## src/hw/rtl/chip8ie_pkg.sv

```systemverilog
// chip8ie_pkg: shared types and codes of the chip-8 execute block
// no dependencies
package chip8ie_pkg;

  localparam int STACK_DEPTH_DEF = 16;
  localparam int SCREEN_COLS = 64;
  localparam int SCREEN_ROWS = 32;
  localparam int KEY_COUNT = 16;

  localparam logic [11:0] PC_RESET = 12'd512;

  localparam logic [1:0] CMD_EXEC  = 2'd0;
  localparam logic [1:0] CMD_WRITE = 2'd1;
  localparam logic [1:0] CMD_READ  = 2'd2;
  localparam logic [1:0] CMD_ROW   = 2'd3;

  localparam logic [3:0] CL_WRITE = 4'd0;
  localparam logic [3:0] CL_READ  = 4'd1;
  localparam logic [3:0] CL_ROW   = 4'd2;
  localparam logic [3:0] CL_CLS   = 4'd3;
  localparam logic [3:0] CL_RET   = 4'd4;
  localparam logic [3:0] CL_JP    = 4'd5;
  localparam logic [3:0] CL_CALL  = 4'd6;
  localparam logic [3:0] CL_SKIP  = 4'd7;
  localparam logic [3:0] CL_LOAD  = 4'd8;
  localparam logic [3:0] CL_ALU   = 4'd9;
  localparam logic [3:0] CL_SETI  = 4'd10;
  localparam logic [3:0] CL_JPV0  = 4'd11;
  localparam logic [3:0] CL_DRAW  = 4'd12;
  localparam logic [3:0] CL_KEY   = 4'd13;
  localparam logic [3:0] CL_MISC  = 4'd14;
  localparam logic [3:0] CL_BAD   = 4'd15;

  localparam logic [3:0] GRP_SYS  = 4'h0;
  localparam logic [3:0] GRP_JP   = 4'h1;
  localparam logic [3:0] GRP_CALL = 4'h2;
  localparam logic [3:0] GRP_SE   = 4'h3;
  localparam logic [3:0] GRP_SNE  = 4'h4;
  localparam logic [3:0] GRP_SER  = 4'h5;
  localparam logic [3:0] GRP_LD   = 4'h6;
  localparam logic [3:0] GRP_ADD  = 4'h7;
  localparam logic [3:0] GRP_ALU  = 4'h8;
  localparam logic [3:0] GRP_SNER = 4'h9;
  localparam logic [3:0] GRP_SETI = 4'hA;
  localparam logic [3:0] GRP_JPV0 = 4'hB;
  localparam logic [3:0] GRP_RND  = 4'hC;
  localparam logic [3:0] GRP_DRW  = 4'hD;
  localparam logic [3:0] GRP_KEY  = 4'hE;
  localparam logic [3:0] GRP_MISC = 4'hF;

  localparam logic [3:0] ALU_MOV = 4'h0;
  localparam logic [3:0] ALU_OR  = 4'h1;
  localparam logic [3:0] ALU_AND = 4'h2;
  localparam logic [3:0] ALU_XOR = 4'h3;
  localparam logic [3:0] ALU_ADD = 4'h4;
  localparam logic [3:0] ALU_SUB = 4'h5;
  localparam logic [3:0] ALU_SHR = 4'h6;
  localparam logic [3:0] ALU_SBN = 4'h7;
  localparam logic [3:0] ALU_SHL = 4'hE;

  localparam logic [7:0] KK_CLS  = 8'hE0;
  localparam logic [7:0] KK_RET  = 8'hEE;
  localparam logic [7:0] KK_SKP  = 8'h9E;
  localparam logic [7:0] KK_SKNP = 8'hA1;
  localparam logic [7:0] KK_LDDT = 8'h07;
  localparam logic [7:0] KK_WKEY = 8'h0A;
  localparam logic [7:0] KK_SDT  = 8'h15;
  localparam logic [7:0] KK_SST  = 8'h18;
  localparam logic [7:0] KK_ADDI = 8'h1E;
  localparam logic [7:0] KK_FONT = 8'h29;
  localparam logic [7:0] KK_BCD  = 8'h33;
  localparam logic [7:0] KK_STR  = 8'h55;
  localparam logic [7:0] KK_LDR  = 8'h65;

  typedef struct packed {
    logic [3:0]  cls;
    logic [15:0] opcode;
    logic [11:0] address;
    logic [7:0]  write_byte;
    logic [15:0] keys_down;
    logic [7:0]  random_byte;
  } item_t;

  typedef struct packed {
    logic [11:0] program_counter;
    logic [11:0] index_value;
    logic [63:0] read_value;
    logic        display_changed;
    logic        waiting_for_key;
    logic        unknown_opcode;
    logic        draw_aborted;
    logic        sound_active;
  } res_t;

endpackage

```

## src/hw/rtl/chip8ie_front.sv

```systemverilog
// chip8ie_front: accepts items, classifies them, holds them in a short queue
// depends on chip8ie_pkg
module chip8ie_front (
  input  logic                clk,
  input  logic                rst,
  input  logic                push,
  output logic                full,
  input  logic [1:0]          command,
  input  logic [15:0]         opcode,
  input  logic [11:0]         address,
  input  logic [7:0]          write_byte,
  input  logic [15:0]         keys_down,
  input  logic [7:0]          random_byte,
  output logic                q_valid,
  output chip8ie_pkg::item_t  q_item,
  input  logic                q_pop
);
  import chip8ie_pkg::*;

  item_t      slots [2];
  logic       wp, rp;
  logic [1:0] count;
  logic [3:0] cls;
  logic       do_push, do_pop;

  always_comb begin
    cls = CL_BAD;
    unique case (command)
      CMD_WRITE: cls = CL_WRITE;
      CMD_READ:  cls = CL_READ;
      CMD_ROW:   cls = CL_ROW;
      default: begin
        unique case (opcode[15:12])
          GRP_SYS: begin
            if (opcode[7:0] == KK_CLS) cls = CL_CLS;
            else if (opcode[7:0] == KK_RET) cls = CL_RET;
            else cls = CL_BAD;
          end
          GRP_JP:   cls = CL_JP;
          GRP_CALL: cls = CL_CALL;
          GRP_SE, GRP_SNE, GRP_SER, GRP_SNER: cls = CL_SKIP;
          GRP_LD, GRP_ADD, GRP_RND: cls = CL_LOAD;
          GRP_ALU:  cls = CL_ALU;
          GRP_SETI: cls = CL_SETI;
          GRP_JPV0: cls = CL_JPV0;
          GRP_DRW:  cls = CL_DRAW;
          GRP_KEY: begin
            if (opcode[7:0] == KK_SKP || opcode[7:0] == KK_SKNP) cls = CL_KEY;
            else cls = CL_BAD;
          end
          default: begin
            case (opcode[7:0])
              KK_LDDT, KK_WKEY, KK_SDT, KK_SST, KK_ADDI, KK_FONT, KK_BCD, KK_STR,
              KK_LDR: cls = CL_MISC;
              default: cls = CL_BAD;
            endcase
          end
        endcase
      end
    endcase
  end

  assign full    = (count == 2'd2);
  assign q_valid = (count != 2'd0);
  assign q_item  = slots[rp];
  assign do_push = push && !full;
  assign do_pop  = q_pop && q_valid;

  always_ff @(posedge clk) begin
    if (do_push) begin
      slots[wp] <= '{cls: cls, opcode: opcode, address: address, write_byte: write_byte,
                     keys_down: keys_down, random_byte: random_byte};
    end
  end

  always_ff @(posedge clk) begin
    if (rst) begin
      wp    <= 1'b0;
      rp    <= 1'b0;
      count <= 2'd0;
    end else begin
      if (do_push) wp <= ~wp;
      if (do_pop) rp <= ~rp;
      count <= count + {1'b0, do_push} - {1'b0, do_pop};
    end
  end

endmodule

```

## config.mk

```make
export PLATFORM = sky130hd
export DESIGN_NAME = chip8ie_front
export DESIGN_NICKNAME = d
export VERILOG_FILES = /design/src/hw/rtl/chip8ie_pkg.sv /design/src/hw/rtl/chip8ie_front.sv
export SDC_FILE = /design/constraint.sdc
export NUM_CORES = 1
export LEC_CHECK = 0
export ABC_AREA = 0
export BUFFER_PORTS_ARGS = -buffer_cell sky130_fd_sc_hd__buf_2
export CAP_MARGIN = 20
export CORE_MARGIN = 8
export CORE_UTILIZATION = 45
export DETAILED_ROUTE_END_ITERATION = 10
export MAX_ROUTING_LAYER = met4
export PLACE_DENSITY = 0.73
export SYNTH_ARGS = -nofsm -noshare
export SYNTH_HDL_FRONTEND = slang
export SYNTH_SLANG_ARGS = --single-unit
```

## constraint.sdc

```tcl
create_clock -name clk -period 12.6 [get_ports clk]
set_clock_uncertainty 0.15 [all_clocks]
set_input_delay 2.52 -clock clk [delete_from_list [all_inputs] [get_ports clk]]
set_output_delay 2.52 -clock clk [all_outputs]
set_load 0.02 [all_outputs]
```

# Yosys cells after proc, flatten, opt, wreduce, memory -nomap -nowiden
# Memories as Yosys holds them, arrays and structs flattened. A register that Yosys moved wholly into a read port is not among the register bits.
# Index checks and enable logic that the tools add are counted.
# word_totals
regBits,4
mem_bits_rw,128
output_inout_bits,66
memories,1
# classes
n_addsub,2
eq_ne,31
n_mux,10
bitwise,2
reduce_logical,9
# memory_table
name,depth,word_bits,rd,rd_ports_with_merged_regs,write_ports,line,rtl
slots,2,64,1,1,1,chip8ie_front.sv:20,item_t slots [2];
# ops
operator,n
case mux 4 bit (10 select lines),1
equality test 8 bit (second input constant),4
equality test 4 bit (second input constant),7
equality test 8 x 5 -> 1 bit (second input constant),3
equality test 4 x 3 -> 1 bit (second input constant),4
equality test 8 x 6 -> 1 bit (second input constant),2
equality test 8 x 7 -> 1 bit (second input constant),2
case mux 4 bit (3 select lines),1
OR reduction 9 bit,1
equality test 4 x 2 -> 1 bit (second input constant),2
equality test 8 x 3 -> 1 bit (second input constant),1
equality test 8 x 4 -> 1 bit (second input constant),1
2-to-1 mux 4 bit,2
equality test 2 bit (second input constant),3
2-to-1 mux 1 bit,5
equality test 4 x 1 -> 1 bit (second input constant),1
zero test 4 bit,1
OR reduction 4 bit,1
OR reduction 3 bit,1
adder 2 x 1 -> 2 bit,1
equality test 2 x 1 -> 1 bit (second input constant),1
logical AND 1 bit,2
2-to-1 mux 2 bit,1
inverter 1 bit,2
other kinds (4),4

# Longest topological paths before layout
# logic_depth
ltp_word,5
depth_mapped,8
ltp_nobuf,8

# Worst setup path before layout
# Ideal clock, no wire load.
# synth_timing
kind,input to register
startpoint,in push
endpoint,mem slots[0][0] in the netlist's numbering (enable)
arrival_time_ns,5.288
required_ns,11.964
path_slack_ns,6.676
path_stages,2
n_path_buf,0
path_cell_list,nand2_1 > nor2_1
# synth_between
elab_chain_len,3
# synth_lines
item,line,rtl
from (decl),chip8ie_front.sv:6,"input logic push,"
logical AND 1 bit,chip8ie_front.sv:66,assign do_push = push && !full;
2-to-1 mux 1 bit,chip8ie_front.sv:70,if (do_push) begin
2-to-1 mux 1 bit (implied by the code),chip8ie_front.sv:71,"slots[wp] <= '{cls: cls, opcode: opcode, address: address, write_byte: write_byte,"
to (decl),chip8ie_front.sv:20,
# No other way between the ends.

==> impl_metrics.toml <==
[critical_path]
crit_path_cell_trace = "buf_4 -> mux2_2 -> buf_2"
path_class = "flip-flop to output pin"
cpLargestDelayFamily = "buffers and inverters"
critPathLaunchType = "flip-flop"
critPathCaptureType = "output pin"
slowest_delay_ns = 0.65
path_max_fanout = 64
cp.required_ns = 9.93
worstReg2RegEnd = "slots[0][7]"
path_depth = 3
path_buf_inv = 2
reg2reg_slack_ns = 10.24
cpMaxStageDelayCell = "buf_4"
r2r_start = "count[0]"
cp.arrival_ns = 1.97
r2r_cells = 4

[sta]
final-hold-violation-count = 0
worst_pin_slew_ns = 0.831
max_freq_mhz = 216
fin_tns_setup_ns = 0
final.min_clock_period_ns = 4.64
slew_headroom_pct = 44.6
timing.final.max_slew_violations = 0
rsz0062_at_grt = "no"
post-route-period-util_pct = 36.8
setup_viol = 0

[floorplanning]
die_height_um = 124
ios = 132
die_w_um = 124
rows = 39
initial_core_util_pct = 46.0
die-area_um2 = 15300
coreArea_um2 = 11400

[power]
p_total_uw = 1430
ir_drop_mv = 0.111
p_leak_uw = 0.00253
p_per_area_nw_per_um2 = 215

[synth]
netlist_area_um2 = 5230
synth_area_leaders = "edfxtp_1 (73%), mux2_2 (7.1%), mux2_1 (6.7%), dfxtp_1 (1.9%), buf_2 (0.86%)"
syn_nets = 350
synth-edff-count = 128
synth_top_cell_area_share_pct = 73.4
ys_types = 41
synth-main-ff-cell = "edfxtp_1"
ys_seq_elements = 133
synth_top_area_cell = "edfxtp_1"
synthArstFlopShare_pct = 0
ys_warn_count = 0
synth_cells = 282
syn_area_per_cell_um2 = 18.6
ys_seq_area_share_pct = 75.4

[outcome]
status = "finished, final reports clean"

[place]
hpwl_um = 7010
io_buffers = 131
gp_congestion = 0.807

[grt]
antenna_found_initial = 0
grt_max_degree = 65
track_usage_pct = 14.0
grt_pass1_wl_um = 15800
grt_pass1_vias = 3247
overflow = 0

[route]
wl_per_cell_um = 17.7
wl_met3_um = 881
firstDrtPassIters = 4
highest_layer = "met4"
vias = 2951
drc = 0
wl_met1_um = 4400
drtIter0Drc = 223
antenna_left = 0
vias_per_cell = 5.11
wl_met2_um = 4900
wl_um = 10200

[final_layout]
area_growth_pct = 27.3
fill_cells = 926
nets = 490
drive_gt1_share_pct = 46.7
antenna_cells = 0

[clocking]
postCtsSetupBuffers = 0
clk_pin_slew_worst_paths_ns = 0.05
cts.htree.levels = 4
post_cts_resized = 0
insertion_delay_ns = 0.40
cts.sinks = 133
clock_path_buffers = 2
cts_buffers = 17
cts_root_buffer = "clkbuf_16"
cts_tree = "built"
hold_buffers = 0

[worst_hold_path]
whs_path_depth = 2
min_from = "rp"
hold_class = "flip-flop to flip-flop"

[job]
maxCapViolations = 0
-- state kept, by name, indices dropped and copies added (netlist names), named ones only --
| name | flops |
|---|---|
| rp | 1 |
| count | 2 |
| slots | 128 |
| wp | 1 |
-- layer usage --
layer / global-route usage, % / vias to the layer above
li1: - / 1391
met1: 17.0 / 1437
met2: 21.5 / 115
met3: 4.81 / 8
met4: 5.12 / 0
met5: - / -
-- logic make-up (layout without fill, tap and decap cells) --
logic type	Yosys count	count (layout)	synth area share, %
AOI/OAI and AO/OA	17	17	2.39
adders and majority gates	2	2	0.478
DFF	133	133	75.4
and+or+nand+nor	42	42	4.95
muxes	64	64	13.8
buffers and inverters	16	169	1.58
xor gates and xnor gates	8	8	1.48
-- where the power goes --
part | internal, uW | total [uW] | switching, uW
registers | 563 | 578 | 14.9
clock network | 343 | 511 | 168
logic | 126 | 343 | 217
total | 1030 | 1430 | 400
-- layout by cell type, fill, tap and decap left out, types with 2 or more instances in the layout --
cell type,n
buf_2,131
edfxtp_1,128
mux2_2,33
mux2_1,31
clkbuf_16,17
nor2_1,7
clkbuf_8,6
nand2_1,4
nor4_1,4
a21oi_1,4
xnor2_1,4
dfxtp_1,4
inv_1,3
nor3_1,3
nand3b_1,3
nand2b_1,3
xor2_1,3
bufinv_16,3
buf_4,3
and3_2,2
or3b_1,2
nor3b_1,2
a2bb2o_1,2
nor4b_1,2
or4_1,2
a31oi_1,2
a2111oi_0,2
o32ai_1,2
nor2b_1,2
ha_1,2
clkinvlp_4,2
clkbuf_1,2
-- area by class of cell --
| type | instances | area, um2 | share of cell area [%] |
|---|---|---|---|
| flip-flops and latches | 133 | 3950 | 59.2 |
| multi-input cells | 133 | 1220 | 18.3 |
| repair buffers | 134 | 678 | 10.2 |
| clock buffers | 25 | 515 | 7.74 |
| well taps | 143 | 179 | 2.68 |
| clock inverters | 7 | 119 | 1.78 |
| inverters | 3 | 11.3 | 0.169 |
-- synthesized netlist by cell type (2+ instances only) --
| library cell | count |
|---|---|
| mux2_1 | 31 |
| a31oi_1 | 2 |
| nand2_1 | 4 |
| nor4_1 | 4 |
| ha_1 | 2 |
| clkbuf_1 | 2 |
| nor3_1 | 3 |
| mux2_2 | 33 |
| xnor2_1 | 4 |
| o32ai_1 | 2 |
| a2111oi_0 | 2 |
| nor2b_1 | 2 |
| dfxtp_1 | 5 |
| a21oi_1 | 4 |
| nand2b_1 | 3 |
| or3b_1 | 2 |
| buf_2 | 9 |
| edfxtp_1 | 128 |
| nor2_1 | 8 |
| nand3b_1 | 3 |
| inv_1 | 3 |
| nor4b_1 | 2 |
| or4_1 | 2 |
| a2bb2o_1 | 2 |
| nor3b_1 | 2 |
| xor2_1 | 3 |
-- through the flow --
step | util, % | hold slack [ns] | cell area [um2] | setup WS (ns) | cells
6_report | 58.6 | 0.396 | 6660 | 7.96 | 578
5_1_grt | 58.6 | 0.462 | 6660 | 7.81 | 578
4_1_cts | 58.6 | 0.408 | 6660 | 7.90 | 578
3_5_place_dp | 53.0 | 0.392 | 6030 | 8.10 | 546
3_3_place_gp | 53.0 | 0.349 | 6030 | 8.12 | 546
2_1_floorplan | - | 0.331 | 5230 | 6.68 | 282
-- tightest hold or removal path: stages (launching register included) --
cell     delay [ns]
dfxtp_1        0.32
xnor2_1        0.10
nor2_1         0.09
-- worst max path at each step --
stage              endpoint  slack [ns]
2_1_floorplan   slots[0][0]        6.68
3_3_place_gp    slots[0][5]        8.12
3_5_place_dp   slots[0][30]        8.10
4_1_cts          q_item[56]        7.90
5_1_grt          q_item[56]        7.81
6_report         q_item[16]        7.96
Power figures use the tool's default switching activity.
